`src/hdl/bal_pkg.sv`:
```
// ----------------------------------------------------------------------------
// bal_pkg
// Shared types, codes and slot arithmetic for the buddy allocator.
// ----------------------------------------------------------------------------
package bal_pkg;

	// Pool geometry: offsets are 16 bits, free bits are packed 32 to a word
	localparam int POOL_ORDER  = 16;
	localparam int WORD_LG     = 5;
	localparam int SPLIT_ORDER = POOL_ORDER - WORD_LG;
	localparam int SLOT_W      = POOL_ORDER + 1;
	localparam logic [16:0] POOL_LIMIT = 17'h10000;

	// Command field codes
	localparam logic CMD_ALLOC = 1'b0;
	localparam logic CMD_FREE  = 1'b1;

	// Result status codes
	localparam logic [1:0] ST_ALLOC    = 2'd0;
	localparam logic [1:0] ST_NOSPACE  = 2'd1;
	localparam logic [1:0] ST_FREED    = 2'd2;
	localparam logic [1:0] ST_IGNORED  = 2'd3;

	// Configuration register indexes
	localparam logic REG_POOL_BASE  = 1'b0;
	localparam logic REG_POOL_BYTES = 1'b1;

	typedef enum logic [3:0] {
		OP_NOP,
		OP_LOAD,
		OP_DECODE,
		OP_CHECK,
		OP_CARVE_INIT,
		OP_SCAN,
		OP_PICK,
		OP_RD,
		OP_WR,
		OP_RESULT
	} dp_op_t;

	typedef enum logic [1:0] {
		TGT_CARVE,
		TGT_SPLIT,
		TGT_MERGE,
		TGT_FINAL
	} tgt_t;

	typedef struct packed {
		dp_op_t     op;
		tgt_t       tgt;
		logic       wbit;
		logic [1:0] status;
		logic       cfg_we;
	} dp_cmd_t;

	typedef struct packed {
		logic is_free;
		logic ord_ok;
		logic free_ok;
		logic carve_more;
		logic scan_hit;
		logic scan_last;
		logic split_more;
		logic merge_more;
		logic mate_free;
		logic out_busy;
	} dp_stat_t;

	// Heap-style slot of an aligned block, offset by one so that each order
	// below the word split fills whole words
	function automatic logic [SLOT_W-1:0] slot_of(input logic [4:0] o, input logic [15:0] off);
		logic [4:0] sh;
		sh = 5'(POOL_ORDER) - o;
		return (SLOT_W'(1) << sh) + ({1'b0, off} >> o);
	endfunction

endpackage

```
`src/hdl/bal_ctrl.sv`:
```
// ----------------------------------------------------------------------------
// bal_ctrl
// Sequencer for decode, search, split, merge and pool carving.
// ----------------------------------------------------------------------------
module bal_ctrl
	import bal_pkg::*;
(
	input  logic     clk,
	input  logic     arst_n,
	input  logic     s_tvalid,
	output logic     s_tready,
	input  logic     cfg_valid,
	output logic     cfg_ready,
	input  logic     cfg_index,
	input  dp_stat_t stat,
	output dp_cmd_t  cmd
);

	typedef enum logic [4:0] {
		S_CARVE_INIT,
		S_CARVE_CHK,
		S_CARVE_RD,
		S_CARVE_WR,
		S_IDLE,
		S_DECODE,
		S_CHECK,
		S_ROUTE,
		S_SCAN,
		S_PICK,
		S_SPLIT_CHK,
		S_SPLIT_RD,
		S_SPLIT_WR,
		S_MERGE_CHK,
		S_MERGE_RD,
		S_MERGE_TEST,
		S_FINAL_RD,
		S_FINAL_WR,
		S_DONE
	} state_t;

	state_t     state_q;
	logic [1:0] res_q;

	// Handshakes open only while idle; configuration wins a tie
	assign cfg_ready = (state_q == S_IDLE);
	assign s_tready  = (state_q == S_IDLE) && !cfg_valid;

	// Decode state into datapath commands
	always_comb begin
		cmd        = '0;
		cmd.op     = OP_NOP;
		cmd.tgt    = TGT_CARVE;
		cmd.status = res_q;
		unique case (state_q)
			S_IDLE: begin
				cmd.cfg_we = cfg_valid;
				if (s_tvalid && !cfg_valid) begin
					cmd.op = OP_LOAD;
				end
			end
			S_CARVE_INIT: cmd.op = OP_CARVE_INIT;
			S_CARVE_RD: begin
				cmd.op  = OP_RD;
				cmd.tgt = TGT_CARVE;
			end
			S_CARVE_WR: begin
				cmd.op   = OP_WR;
				cmd.tgt  = TGT_CARVE;
				cmd.wbit = 1'b1;
			end
			S_DECODE: cmd.op = OP_DECODE;
			S_CHECK:  cmd.op = OP_CHECK;
			S_SCAN:   cmd.op = OP_SCAN;
			S_PICK:   cmd.op = OP_PICK;
			S_SPLIT_RD: begin
				cmd.op  = OP_RD;
				cmd.tgt = TGT_SPLIT;
			end
			S_SPLIT_WR: begin
				cmd.op   = OP_WR;
				cmd.tgt  = TGT_SPLIT;
				cmd.wbit = 1'b1;
			end
			S_MERGE_RD: begin
				cmd.op  = OP_RD;
				cmd.tgt = TGT_MERGE;
			end
			S_MERGE_TEST: begin
				cmd.tgt = TGT_MERGE;
				if (stat.mate_free) begin
					cmd.op = OP_WR;
				end
			end
			S_FINAL_RD: begin
				cmd.op  = OP_RD;
				cmd.tgt = TGT_FINAL;
			end
			S_FINAL_WR: begin
				cmd.op   = OP_WR;
				cmd.tgt  = TGT_FINAL;
				cmd.wbit = 1'b1;
			end
			S_DONE: begin
				if (!stat.out_busy) begin
					cmd.op = OP_RESULT;
				end
			end
			default: cmd.op = OP_NOP;
		endcase
	end

	// Advance state and latch the result code
	always_ff @(posedge clk or negedge arst_n) begin
		if (!arst_n) begin
			state_q <= S_CARVE_INIT;
			res_q   <= ST_NOSPACE;
		end else begin
			unique case (state_q)
				S_IDLE: begin
					if (cfg_valid) begin
						if (cfg_index == REG_POOL_BYTES) begin
							state_q <= S_CARVE_INIT;
						end
					end else if (s_tvalid) begin
						state_q <= S_DECODE;
					end
				end
				S_CARVE_INIT: state_q <= S_CARVE_CHK;
				S_CARVE_CHK:  state_q <= stat.carve_more ? S_CARVE_RD : S_IDLE;
				S_CARVE_RD:   state_q <= S_CARVE_WR;
				S_CARVE_WR:   state_q <= S_CARVE_CHK;
				S_DECODE:     state_q <= S_CHECK;
				S_CHECK:      state_q <= S_ROUTE;
				S_ROUTE: begin
					if (!stat.is_free) begin
						if (stat.ord_ok) begin
							state_q <= S_SCAN;
						end else begin
							res_q   <= ST_NOSPACE;
							state_q <= S_DONE;
						end
					end else if (stat.free_ok) begin
						state_q <= S_MERGE_CHK;
					end else begin
						res_q   <= ST_IGNORED;
						state_q <= S_DONE;
					end
				end
				S_SCAN: begin
					if (stat.scan_hit) begin
						state_q <= S_PICK;
					end else if (stat.scan_last) begin
						res_q   <= ST_NOSPACE;
						state_q <= S_DONE;
					end
				end
				S_PICK: state_q <= S_SPLIT_CHK;
				S_SPLIT_CHK: begin
					if (stat.split_more) begin
						state_q <= S_SPLIT_RD;
					end else begin
						res_q   <= ST_ALLOC;
						state_q <= S_DONE;
					end
				end
				S_SPLIT_RD:   state_q <= S_SPLIT_WR;
				S_SPLIT_WR:   state_q <= S_SPLIT_CHK;
				S_MERGE_CHK:  state_q <= stat.merge_more ? S_MERGE_RD : S_FINAL_RD;
				S_MERGE_RD:   state_q <= S_MERGE_TEST;
				S_MERGE_TEST: state_q <= stat.mate_free ? S_MERGE_CHK : S_FINAL_RD;
				S_FINAL_RD:   state_q <= S_FINAL_WR;
				S_FINAL_WR: begin
					res_q   <= ST_FREED;
					state_q <= S_DONE;
				end
				S_DONE: begin
					if (!stat.out_busy) begin
						state_q <= S_IDLE;
					end
				end
				default: state_q <= S_IDLE;
			endcase
		end
	end

endmodule

```
`config.mk`:
```
export PLATFORM = sky130hd
export DESIGN_NAME = bal_ctrl
export DESIGN_NICKNAME = d
export VERILOG_FILES = /design/src/hdl/bal_pkg.sv /design/src/hdl/bal_ctrl.sv
export SDC_FILE = /design/constraint.sdc
export NUM_CORES = 1
export LEC_CHECK = 0
export BUFFER_PORTS_ARGS = -buffer_cell sky130_fd_sc_hd__buf_2
export CELL_PAD_IN_SITES_DETAIL_PLACEMENT = 0
export CELL_PAD_IN_SITES_GLOBAL_PLACEMENT = 2
export CORE_UTILIZATION = 29
export CTS_CLUSTER_DIAMETER = 30
export CTS_CLUSTER_SIZE = 10
export DETAILED_ROUTE_END_ITERATION = 10
export GPL_ROUTABILITY_DRIVEN = 1
export PLACE_DENSITY = 0.94
export RECOVER_POWER = 50
export SLEW_MARGIN = 40
export SYNTH_ARGS = -nofsm -noshare
export SYNTH_HDL_FRONTEND = slang
export SYNTH_SLANG_ARGS = --single-unit
```
`constraint.sdc`:
```
create_clock -name clk -period 3.8 [get_ports clk]
set_clock_uncertainty 0.1 [all_clocks]
set_input_delay 0.19 -clock clk [delete_from_list [all_inputs] [get_ports clk]]
set_output_delay 0.19 -clock clk [all_outputs]
set_load 0.005 [all_outputs]
```
==> summary.md <==
| Metric | Value |
|---|---|
| Unrepaired setup endpoints after global routing | `no` |
| Synth Warn # | `0` |
| Worst EP required | `3.51 ns` |
| Setup crit end kind | `output pin` |
| Pwr Density | `697 nW/µm²` |
| Inst Count DP | `174` |
| Failing checks | `DRC` |
| WL final | `between 2000 and 3000 µm` |
| Dpl ws | `about 1.5 ns` |
| DRT antenna net count | `0` |
| EDFF count, synth | `0` |
| Die Y | `between 50 and 60 µm` |
| Hold Path Stages | `2` |
| Fmax | `around 420 MHz` |
| Synthesized area | `about 890 µm²` |
| Die Wd | `roughly 58 µm` |
| Final hold violation count | `0` |
| Finish-stage setup viols | `0` |
| Residual DRC | `2` |
| Slowest cell on crit path | `dfrtp_1` |
| DP HPWL | `1900 µm` |
| Critical-path maximum fanout | `26` |
| Flops & latches, synth | `7` |
| CTS clk-pin slew, worst paths | `roughly 0.050 ns` |
| FP Rows | `19` |
| Initial core utilization | `a little under a third` |
| Top-area cell type share of the netlist area | `16.8%` |
| Final GP Congestion | `around 0.91` |
| Skew-Pair Late Insertion Delay | `about 0.25 ns` |
| Initial antenna violation count | `0` |
| Top cell family by delay on the critical path | `flip-flops` |
| Total global routing overflow | `0` |
| HP Class | `in2reg` |
| Register area share after synthesis | `between 10% and 20%` |
| CTS tree | `yes` |
| Fraction of layout cells with a size suffix above 1 | `24.3%` |
| Final cell count without fillers | `about 180` |
| Final #Nets | `around 160` |
| Syn_area_per_cell | `roughly 7 µm²` |
| # IOs | `27` |
| Crit path kind | `reg2out` |
| Static Leak | `0.448 nW` |
| Post-Syn Nets | `~140` |
| Global-route wire length before repair | `approximately 4300 µm` |
| Starting DRT DRC Count | `43` |
| Biggest area consumer among synthesized cells | `dfrtp_1` |
| Top_reg_cell synth | `dfrtp_1` |
| Final critical-path required period | `2.36 ns` |
| Max_cap viols | `0` |
| Inserted Clock Buffers | `3` |
| H-tree lvl count | `1` |
| Clock Tree Root | `clkbuf_4` |
| Status | `finished with violations` |
| Async S/R FF share, synth | `100%` |
| Clock Sinks | `7` |
| Post_cts resized | `0` |
| Period utilization | `around 62%` |
| Commonest non-fill, non-tap cells in the layout | `buf_2 (25), nor2_1 (13), nand2_1 (11), o21ai_0 (11), a21oi_1 (9)` |
| Setup TNS | `0 ns` |
| Wirelength per Cell | `roughly 14 µm` |
| Post-route setup slack | `roughly 1.4 ns` |
| Vias | `around 1000` |
| CP Launch Type | `flip-flop` |
| Worst path cell trace | `nor3b_1 > a21oi_1 > o32ai_1 > a21o_1 > buf_2` |
| Max incr delay on CP | `0.65 ns` |
| Vias in the first global route | `between 900 and 1000` |
| Gr usage total | `between 15 and 20%` |
| Overall power | `approximately 0.00072 W` |
| Worst path bufs/invs | `1` |
| Drt pass-1 iters | `7` |
| Avg Vias per Cell | `around 5.8` |
| # port buffers | `26` |
| N_diodes | `0` |
| Slew headroom | `approximately half` |
| Count of cell types in the netlist | `between 40 and 50` |
| Crit path DAT | `around 2.1 ns` |
| Most common cell after layout, fill and taps aside | `buf_2` |
| Worst vdd ir | `0.247 mV` |
| Tightest Pin Transition | `just under 0.8 ns` |
| Pin count of the biggest net entering global routing | `27` |
| Syn Inst Count | `128` |
| CTS Buffer Depth | `2` |
| CORE AREA | `between 2000 and 3000 µm²` |
| Slew Viols, Final | `0` |
| Worst Reg-to-Reg Cells | `5` |
| Crit path depth | `5` |
| Area Overhead vs Synth | `16.1%` |
| Synth top area cells | `dfrtp_1 (17%), o21ai_0 (6.2%), nand2b_1 (5.6%), nor2_1 (5.5%), a21oi_1 (5.0%)` |
| Die Area | `around 3300 µm²` |
cells in the mapped netlist, types with 2 or more instances:
cell type / instances
a31oi_1: 2
nor2b_1: 6
a21oi_1: 9
nand4_1: 2
o32a_1: 2
inv_1: 4
nand2_1: 11
o32ai_1: 2
a2bb2oi_1: 2
clkbuf_1: 6
or3b_2: 2
a211oi_1: 2
mux2i_1: 3
o21ai_1: 2
o21ai_0: 11
o21ai_2: 2
buf_2: 4
o22ai_1: 2
nor3_1: 5
dfrtp_1: 6
nand2b_1: 8
nor2_1: 13
state kept, by name (all words and copies together), names as in the netlist:
signal and flops:
res_q 2, state_q 5
layout make-up:
class / count / area (µm²)
well taps: 31 / 38.8
clock buffers: 4 / 26.3
fillers: 317 / 1790
inverters: 4 / 15.0
multi-input cells: 106 / 643
repair buffers: 27 / 139
flip-flops and latches: 7 / 176
cells by family (layout without fill, tap and decap cells):
| family | Yosys count | after routing | share of synthesized area (%) |
|---|---|---|---|
| AND/OR/NAND/NOR | 59 | 59 | 36.6 |
| AO/OA/AOI/OAI | 43 | 43 | 31.3 |
| buffers and inverters | 15 | 35 | 7.69 |
| flip-flops | 7 | 7 | 19.7 |
| multiplexers | 4 | 4 | 4.62 |
stage by stage:
stage / hold slack, ns / utilization, % / area, µm²
after floorplan: -0.206 / - / 895
after global placement: -0.0754 / 35.7 / 1010
after detailed placement: -0.0759 / 35.7 / 1010
after CTS: 0.132 / 37.0 / 1050
after global routing: 0.125 / 36.7 / 1040
final: 0.136 / 36.7 / 1040
metal layers:
layer / wire [µm] / GRT usage [%] / share of wire (%) / vias up
met5: 0 / 0 / 0 / -
met4: 0 / 2.44 / 0 / 0
met3: 210 / 3.85 / 8.2 / 0
met2: 1220 / 27.4 / 48 / 45
met1: 1130 / 22.2 / 44 / 481
li1: - / - / - / 509
path summary, 6_finish.rpt:
check / to / slack [ns] / start
setup / recovery: cmd[9] / 1.44 / state_q[2]$_DFFE_PN0P_
hold / removal: state_q[3]$_DFFE_PN0P_ / 0.14 / stat[4]
setup reg to reg: res_q[1]$_DFFE_PN0P_ / 1.48 / state_q[2]$_DFFE_PN0P_
hold reg to reg: res_q[0]$_DFFE_PN1P_ / 0.36 / res_q[0]$_DFFE_PN1P_
max in group asynchronous: res_q[0]$_DFFE_PN1P_ / 3.05 / arst_n
min in group asynchronous: res_q[1]$_DFFE_PN0P_ / 0.26 / arst_n
power breakdown:
part / total, W / internal, W / switching, W
logic: 0.000416 / 0.000210 / 0.000206
registers: 0.000243 / 0.000110 / 0.000133
clock network: 0.0000656 / 0.0000399 / 0.0000257
total: 0.000724 / 0.000359 / 0.000365
timing repair:
item / in CTS / in global routing
buffers inserted: 0 / 0
setup endpoints to repair: 0 / 0
endpoints found under the hold margin: 7 / 0
hold buffers: 1 / 0
No activity file was read; power rests on OpenSTA's default activity.
